**src/design/sfc_pkg.sv**
```systemverilog
// Shared types, constants and helpers for the sensor filter chain.
`timescale 1ns / 1ps
`default_nettype none
package sfc_pkg;

  // sample and configuration widths
  localparam int SAMPLE_W   = 16;
  localparam int CFG_IDX_W  = 8;
  localparam int CFG_DATA_W = 8;
  localparam int KIND_W     = 3;
  localparam int USED_W     = 3;
  localparam int CNT_W      = 4;
  localparam int PROD_W     = 40;
  localparam int LEV_W      = 18;

  // default chain length and number of stage kind registers
  localparam int NUM_STAGES_DEF = 4;
  localparam int KIND_REGS      = 4;

  typedef logic signed [SAMPLE_W-1:0] sample_t;
  typedef logic signed [PROD_W-1:0]   prod_t;
  typedef logic signed [LEV_W-1:0]    lev_t;
  typedef logic [CNT_W-1:0]           cnt_t;
  typedef logic [KIND_W-1:0]          kind_t;
  typedef logic [USED_W-1:0]          used_t;
  typedef logic [CFG_IDX_W-1:0]       cfg_idx_t;
  typedef logic [CFG_DATA_W-1:0]      cfg_data_t;

  // register indexes
  localparam cfg_idx_t REG_STAGES_USED = 8'd0;
  localparam cfg_idx_t REG_KIND_0      = 8'd1;

  // stage kinds; the two unused codes behave as bypass
  localparam kind_t KIND_BYPASS = 3'd0;
  localparam kind_t KIND_CHEB   = 3'd1;
  localparam kind_t KIND_BESSEL = 3'd2;
  localparam kind_t KIND_MEDIAN = 3'd3;
  localparam kind_t KIND_FAST   = 3'd4;
  localparam kind_t KIND_SMOOTH = 3'd5;

  // low-pass coefficients, rounding terms and shifts
  localparam prod_t K_CHEB_A = 40'sd3269048;
  localparam prod_t K_CHEB_B = 40'sd3701023;
  localparam prod_t RND_CHEB = 40'sd1048576;
  localparam int    SA_CHEB  = 2;
  localparam int    SB_CHEB  = 3;
  localparam int    SR_CHEB  = 21;
  localparam prod_t K_BES_A  = 40'sd2057199;
  localparam prod_t K_BES_B  = 40'sd1068552;
  localparam prod_t RND_BES  = 40'sd524288;
  localparam int    SA_BES   = 3;
  localparam int    SB_BES   = 1;
  localparam int    SR_BES   = 20;

  // tracker steps
  localparam int   FAST_STEPS = 4;
  localparam lev_t FAST_STEP [FAST_STEPS] = '{18'sd512, 18'sd128, 18'sd32, 18'sd8};
  localparam lev_t SMOOTH_GAP = 18'sd8;
  localparam lev_t LEV_ONE    = 18'sd1;
  localparam cnt_t CNT_WRAP   = 4'd10;

  localparam prod_t SAMPLE_MAX = 40'sd32767;
  localparam prod_t SAMPLE_MIN = -40'sd32768;

  // word handed from cell to cell
  typedef struct packed {
    logic    valid;
    sample_t x;
  } tok_t;

  // per-cell control from the top level
  typedef struct packed {
    logic  adv;
    logic  act;
    kind_t kind;
  } cell_ctl_t;

  // clamp a wide signed value to 16 bits
  function automatic sample_t sat16(input prod_t v);
    sample_t r;
    if (v > SAMPLE_MAX) begin
      r = sample_t'(SAMPLE_MAX[SAMPLE_W-1:0]);
    end else if (v < SAMPLE_MIN) begin
      r = sample_t'(SAMPLE_MIN[SAMPLE_W-1:0]);
    end else begin
      r = sample_t'(v[SAMPLE_W-1:0]);
    end
    return r;
  endfunction

endpackage
`default_nettype wire

```
**src/design/sfc_cell.sv**
```systemverilog
// One filter cell: product phase, then finish phase with local state update.
`timescale 1ns / 1ps
`default_nettype none
module sfc_cell (
  input  logic              clk,
  input  logic              rst_n,
  input  sfc_pkg::cell_ctl_t ctl,
  input  sfc_pkg::tok_t      up,
  output sfc_pkg::tok_t      dn,
  output logic              a_busy
);
  import sfc_pkg::*;

  // phase A: word waiting for its products
  logic    va_r;
  sample_t xa_r;
  // phase B: products ready, finish and update
  logic    vb_r;
  sample_t xb_r;
  prod_t   pa_r, pb_r;
  prod_t   pa_nxt, pb_nxt;

  // stage state
  sample_t h0_r, h1_r, h2_r, lvl_r;
  cnt_t    cnt_r;
  sample_t h0_nxt, h1_nxt, h2_nxt, lvl_nxt;
  cnt_t    cnt_nxt;

  sample_t y;
  logic    bes;

  // products for the low-pass kinds
  always_comb begin
    bes    = (ctl.kind == KIND_BESSEL);
    pa_nxt = prod_t'(xa_r) * (bes ? K_BES_A : K_CHEB_A);
    pb_nxt = prod_t'(h1_r) * (bes ? K_BES_B : K_CHEB_B);
  end

  // finish phase
  always_comb begin
    prod_t   sum;
    sample_t v1;
    sample_t med;
    lev_t    h;
    lev_t    xe;
    cnt_t    c;
    sum = '0;
    v1  = '0;
    med = '0;
    h   = lev_t'(lvl_r);
    xe  = lev_t'(xb_r);
    c   = cnt_r;
    h0_nxt  = h0_r;
    h1_nxt  = h1_r;
    h2_nxt  = h2_r;
    lvl_nxt = lvl_r;
    cnt_nxt = cnt_r;
    y       = xb_r;
    case (ctl.kind)
      KIND_CHEB, KIND_BESSEL: begin
        if (bes) begin
          sum = (pa_r >>> SA_BES) + (pb_r >>> SB_BES) + RND_BES;
          v1  = sat16(sum >>> SR_BES);
        end else begin
          sum = (pa_r >>> SA_CHEB) + (pb_r >>> SB_CHEB) + RND_CHEB;
          v1  = sat16(sum >>> SR_CHEB);
        end
        h0_nxt = h1_r;
        h1_nxt = v1;
        y      = sat16(prod_t'(h1_r) + prod_t'(v1));
      end
      KIND_MEDIAN: begin
        // window is old v1, old v2, new sample
        if ((h1_r <= h2_r && h2_r <= xb_r) || (xb_r <= h2_r && h2_r <= h1_r)) begin
          med = h2_r;
        end else if ((h2_r <= h1_r && h1_r <= xb_r) ||
                     (xb_r <= h1_r && h1_r <= h2_r)) begin
          med = h1_r;
        end else begin
          med = xb_r;
        end
        h0_nxt = h1_r;
        h1_nxt = h2_r;
        h2_nxt = xb_r;
        y      = med;
      end
      KIND_FAST: begin
        // coarse to fine steps toward the sample, then one unit
        if (xe > h) begin
          for (int i = 0; i < FAST_STEPS; i++) begin
            if (xe > h + FAST_STEP[i]) h = h + FAST_STEP[i];
          end
          h = h + LEV_ONE;
        end else if (xe < h) begin
          for (int i = 0; i < FAST_STEPS; i++) begin
            if (xe < h - FAST_STEP[i]) h = h - FAST_STEP[i];
          end
          h = h - LEV_ONE;
        end
        lvl_nxt = sat16(prod_t'(h));
        y       = lvl_nxt;
      end
      KIND_SMOOTH: begin
        // step grows by 8 each time the gap stays wide
        if (xe > h) begin
          if (xe > h + SMOOTH_GAP) begin
            c = c + 1'b1;
            h = h + lev_t'({c, 3'b000});
          end
          h = h + LEV_ONE;
        end else if (xe < h) begin
          if (xe < h - SMOOTH_GAP) begin
            c = c + 1'b1;
            h = h - lev_t'({c, 3'b000});
          end
          h = h - LEV_ONE;
        end
        if (c > CNT_WRAP) c = '0;
        cnt_nxt = c;
        lvl_nxt = sat16(prod_t'(h));
        y       = lvl_nxt;
      end
      default: begin
        y = xb_r;
      end
    endcase
    if (!ctl.act) y = xb_r;
  end

  // control and stage state
  always_ff @(posedge clk) begin
    if (!rst_n) begin
      va_r  <= 1'b0;
      vb_r  <= 1'b0;
      h0_r  <= '0;
      h1_r  <= '0;
      h2_r  <= '0;
      lvl_r <= '0;
      cnt_r <= '0;
    end else if (ctl.adv) begin
      va_r <= up.valid;
      vb_r <= va_r;
      if (vb_r && ctl.act) begin
        h0_r  <= h0_nxt;
        h1_r  <= h1_nxt;
        h2_r  <= h2_nxt;
        lvl_r <= lvl_nxt;
        cnt_r <= cnt_nxt;
      end
    end
  end

  // payload
  always_ff @(posedge clk) begin
    if (ctl.adv) begin
      xa_r <= up.x;
      xb_r <= xa_r;
      pa_r <= pa_nxt;
      pb_r <= pb_nxt;
    end
  end

  assign dn.valid = vb_r;
  assign dn.x     = y;
  assign a_busy   = va_r;

endmodule
`default_nettype wire

```
**config.mk**
```make
export PLATFORM = sky130hd
export DESIGN_NAME = sfc_cell
export DESIGN_NICKNAME = d
export VERILOG_FILES = /design/src/design/sfc_pkg.sv /design/src/design/sfc_cell.sv
export SDC_FILE = /design/constraint.sdc
export NUM_CORES = 2
export LEC_CHECK = 0
export ABC_CLOCK_PERIOD_IN_PS = 28800
export BUFFER_PORTS_ARGS = -buffer_cell sky130_fd_sc_hd__clkbuf_2
export CAP_MARGIN = 20
export CORE_ASPECT_RATIO = 1.1
export CORE_MARGIN = 1
export CORE_UTILIZATION = 60
export CTS_BUF_LIST = sky130_fd_sc_hd__clkbuf_2 sky130_fd_sc_hd__clkbuf_4 sky130_fd_sc_hd__clkbuf_8
export DETAILED_ROUTE_END_ITERATION = 10
export HOLD_SLACK_MARGIN = 0.05
export PLACE_DENSITY = 0.83
export SLEW_MARGIN = 5
export SYNTH_ARGS = -nofsm -noshare
export SYNTH_HDL_FRONTEND = slang
export SYNTH_SLANG_ARGS = --single-unit
```
**constraint.sdc**
```tcl
create_clock -name clk -period 28.8 [get_ports clk]
set_clock_uncertainty 0.2 [all_clocks]
set_input_delay 5.76 -clock clk [delete_from_list [all_inputs] [get_ports clk]]
set_output_delay 5.76 -clock clk [all_outputs]
set_load 0.02 [all_outputs]
```
# Yosys cells after proc, flatten, opt, wreduce, memory -nomap -nowiden
# Index checks and enable logic that the tools add are counted.
[word_totals] elab_cells=149 input_bits=24 register_bits=164 out_inout_bits=18
[op_classes] n_mul=2 n_reduce_logical=14 eq_ne=5 addsub=22 muxes=67 n_lt_le_gt_ge=29
[ops] cell="2-to-1 mux 18 bit" n=41
[ops] cell="2-to-1 mux 16 bit" n=15
[ops] cell="less-or-equal comparator 16 bit" n=6
[ops] cell="multiplier 16 x 23 -> 39 bit" n=2
[ops] cell="one-hot mux 16 bit (2 select lines)" n=2
[ops] cell="one-hot mux 16 bit (4 select lines)" n=1
[ops] cell="greater-than comparator 16 x 18 -> 1 bit" n=3
[ops] cell="greater-than comparator 18 x 16 -> 1 bit, second input constant" n=3
[ops] cell="less-than comparator 16 x 18 -> 1 bit" n=3
[ops] cell="less-than comparator 18 x 16 -> 1 bit, second input constant" n=3
[ops] cell="2-to-1 mux 22 bit" n=2
[ops] cell="adder 39 x 21 -> 40 bit, second input constant" n=1
[ops] cell="adder 36 x 38 -> 39 bit" n=1
[ops] cell="adder 38 x 22 -> 39 bit, second input constant" n=1
[ops] cell="adder 37 x 36 -> 38 bit" n=1
[ops] cell="adder 18 x 2 -> 18 bit, second input constant" n=2
[ops] cell="subtractor 18 x 2 -> 18 bit, second input constant" n=2
[ops] cell="greater-than comparator 16 x 17 -> 1 bit" n=2
[ops] cell="less-than comparator 16 x 17 -> 1 bit" n=2
[ops] cell="2-to-1 mux 4 bit" n=6
[ops] cell="greater-than comparator 20 x 16 -> 1 bit, second input constant" n=1
[ops] cell="less-than comparator 20 x 16 -> 1 bit, second input constant" n=1
[ops] cell="adder 18 x 5 -> 18 bit, second input constant" n=1
[ops] cell="adder 18 x 7 -> 18 bit, second input constant" n=1
[ops] cell="25 further kinds" n=36

# Longest topological paths before layout
[depth] word_depth=33 depth_mapped=70 ltp_nobuf=66

# Worst setup path after synthesis
# No wires, ideal clock.
[synth_path] path_kind="register -> output" from="register lvl_r[11]" to="output port dn[4] in the netlist's numbering" t_arrival_ns=14.405 n_path_buf=6 stages_incl_launch_ff=68 path_slack_ns=8.435 path_cell_list="dfxtp_1 clkbuf_1 buf_1 inv_2 nor3_1 and3_1 clkbuf_1 xnor2_1 ha_1 nand4_1 a21oi_1 o31a_1 o311ai_0 nand2_1 nor3_1 o21ai_0 or3_1 or3_1 (+32 left out) inv_1 a21oi_1 mux2i_1 a21oi_1 clkbuf_1 nand3_1 xor2_1 nor2b_1 and3b_1 and3_1 nand4_1 maj3_1 and3_1 o22ai_1 o21bai_4 buf_2 nand3_1 a31oi_1"
[synth_lines] item="start, declared" line="sfc_cell.sv:24" rtl="sample_t h0_r, h1_r, h2_r, lvl_r;"
[synth_lines] item="start signal, assigned" line="sfc_cell.sv:147" rtl="lvl_r <= lvl_nxt;"
[synth_lines] item="end, declared" line="sfc_cell.sv:9" rtl="output sfc_pkg::tok_t dn,"

==> results.sh <==
export IMPL_start_util_pct=61.1
export IMPL_layout_commonest_cell="ha_1"
export IMPL_power_density_nw_per_um2=81.1
export IMPL_cts_buffer_depth=2
export IMPL_ir_drop_mv=0.170
export IMPL_drive_above_1_share_pct=5.10
export IMPL_ys_seq_area_share_pct=11.7
export IMPL_grtUsageTotal_pct=35.9
export IMPL_rsz0062_at_grt="no"
export IMPL_synthTopCellsByArea="ha_1, fa_1, edfxtp_1"
export IMPL_wirelength_microns=110000
export IMPL_end_kind="output port"
export IMPL_synthFlopType="edfxtp_1"
export IMPL_synth_seq_cells=161
export IMPL_rrSetupSlack_ns=11.11
export IMPL_wl_per_cell_microns=22.3
export IMPL_finalSetupViolCount=0
export IMPL_synth_top_area_share_pct=23.2
export IMPL_cap_violations=0
export IMPL_die_x_microns=238
export IMPL_clkTransAtPathRegs_ns=0.10
export IMPL_drtIter0Drc=2687
export IMPL_final_hold_violation_count=0
export IMPL_postSynth_asyncResetShare_pct=0
export IMPL_dieArea_sq_um=62300
export IMPL_slowest_stage="dfxtp_1"
export IMPL_p_leak_nw=18.4
export IMPL_run_status="finished, final reports clean"
export IMPL_io_pins=42
export IMPL_worst_ep_arrival_time_ns=17.95
export IMPL_via_per_inst=6.35
export IMPL_tns_ns=0
export IMPL_cts_max_level=4
export IMPL_rows=94
export IMPL_synth_edf_count=107
export IMPL_numCtsBuffers=17
export IMPL_layout_common_cells="ha_1, inv_1, fa_1"
export IMPL_clock_sinks=161
export IMPL_syn_avg_cell_area_sq_um=8.91
export IMPL_drcViolationCount=0
export IMPL_first_pass_iters=6
export IMPL_worstSetupStartpointType="register"
export IMPL_hp_class="register to register"
export IMPL_cts_tree="yes"
export IMPL_worstPathRequired_ns=22.84
export IMPL_syn_inst=4128
export IMPL_final_max_slew_viol_count=0
export IMPL_grt_antenna_before_repair=1
export IMPL_cp_max_fo=21
export IMPL_root_buffer="clkbuf_8"
export IMPL_dp_hpwl_microns=89000
export IMPL_grt_overflow_total=0
export IMPL_core_sq_um=60200
export IMPL_io_buffers=41
export IMPL_ctsHoldBuffers=0
export IMPL_die_y_microns=262
export IMPL_yosysWarnings=0
export IMPL_vias=31331
export IMPL_worst_setup_path_type="register to output port"
export IMPL_syn_cell_area_sq_um=36800
export IMPL_grt_max_degree=54
export IMPL_post_cts_resized=0
export IMPL_timing_fmax_mhz=41.8
export IMPL_final_period_utilization_pct=83.0
export IMPL_syn_to_final_growth_pct=3.90
export IMPL_grt_pass1_vias=31537
export IMPL_clk_insertion_delay_late_ns=0.56
export IMPL_synth_top_area_cell="ha_1"
export IMPL_worstMarginPinSlew_ns=1.22
export IMPL_nets=5169
export IMPL_postCtsSetupRepairBufs=0
export IMPL_period_minus_slack_ns=23.91
export IMPL_postLayoutCoreUtil_pct=63.4
export IMPL_ant_nets=0
export IMPL_relSlewSlack_pct=18.3
export IMPL_cpPeakStageDelay_ns=0.80
export IMPL_grt_pass1_wl_microns=172000
export IMPL_finalWeightedCongestion=1.03
export IMPL_synth_distinct_cells=122
cell type report:
type | count | area, sq um
Multi-Input combinational cell | 3289 | 29900
Fill cell | 5013 | 22000
Sequential cell | 161 | 4290
Inverter | 551 | 2070
Tap cell | 816 | 1020
Timing Repair Buffer | 86 | 549
Clock buffer | 20 | 256
Clock inverter | 11 | 106
Antenna cell | 1 | 2.50
Yosys cell counts (all sizes together) (18+ instances only):
master / instances
nor2b: 46
and3: 20
a2111oi: 20
inv: 547
clkbuf: 109
nand3: 75
nand2b: 31
mux2i: 32
edfxtp: 107
nor2: 268
nor4: 22
ha: 683
o211ai: 36
nand4: 39
or2: 22
o21bai: 58
xnor2: 238
a211oi: 54
fa: 356
and2: 51
a221oi: 25
nor3: 81
nand2: 250
o22ai: 18
a21o: 77
dfxtp: 54
buf: 20
a21oi: 243
a31oi: 39
o21a: 47
xor2: 56
or3: 27
o21ai: 172
cells by family (layout without fill, tap and decap cells):
logic type / after synthesis / after routing / share of synthesized area (%)
buffers and inverters: 680 / 668 / 7.05
and+or+nand+nor: 983 / 983 / 13.2
adders and majority gates: 1041 / 1041 / 42.7
other: 2 / 5 / 0.0204
xor gates and xnor gates: 295 / 295 / 7.13
muxes: 44 / 44 / 1.32
DFF: 161 / 161 / 11.7
AOI/OAI and AO/OA: 922 / 922 / 16.9
registers in the layout, indices dropped and copies added, names as in the netlist:
signal and count:
a_busy 1, h2_r 16, xa_r 16, vb_r 1, pb_r 38, xb_r 16, pa_r 37, lvl_r 16
cnt_r 4, h1_r 16
worst max-delay path: cells and delay by family (launching register included):
kind | cells | cell delay [ns]
mux | 1 | 0.10
simple gates | 27 | 7.47
xor+xnor | 4 | 0.75
flops | 1 | 0.80
compound gates | 21 | 4.77
buf+inv | 8 | 2.06
fa+ha+maj | 5 | 1.48
worst paths after layout:
check | depth (start not counted) | to | startpoint
hold / removal | 2 | h2_r[5] | h2_r[5]
hold reg to reg | 2 | h2_r[5] | h2_r[5]
setup / recovery | 66 | dn[10] | lvl_r[9]
setup reg to reg | 65 | lvl_r[11] | lvl_r[9]
metal layers:
metal	vias to the layer above	GRT usage [%]	wire, microns
li1	14380	-	-
met1	14890	42.9	41900
met2	1604	58.9	49800
met3	457	6.13	9190
met4	0	25.8	8910
met5	-	0	0
power by group:
group / leakage [nW] / switching [mW] / total [mW] / internal (mW)
Combinational: 16.8 / 1.45 / 2.50 / 1.05
Clock: 0.170 / 0.103 / 0.174 / 0.0710
Sequential: 1.50 / 0.0446 / 0.429 / 0.384
through the flow:
stage | power, mW | worst slack (ns) | hold WS, ns | instance area (sq um) | cells
after global routing | 3.37 | 3.48 | 0.295 | 38200 | 4935
after global placement | 2.76 | 5.54 | 0.260 | 37800 | 4900
after floorplan | 2.25 | 8.44 | 0.246 | 36800 | 4130
final | 3.10 | 4.89 | 0.287 | 38200 | 4935
after detailed placement | 2.87 | 5.37 | 0.264 | 37800 | 4900
after CTS | 3.07 | 4.73 | 0.278 | 38200 | 4931
Power figures use the tool's default switching activity.
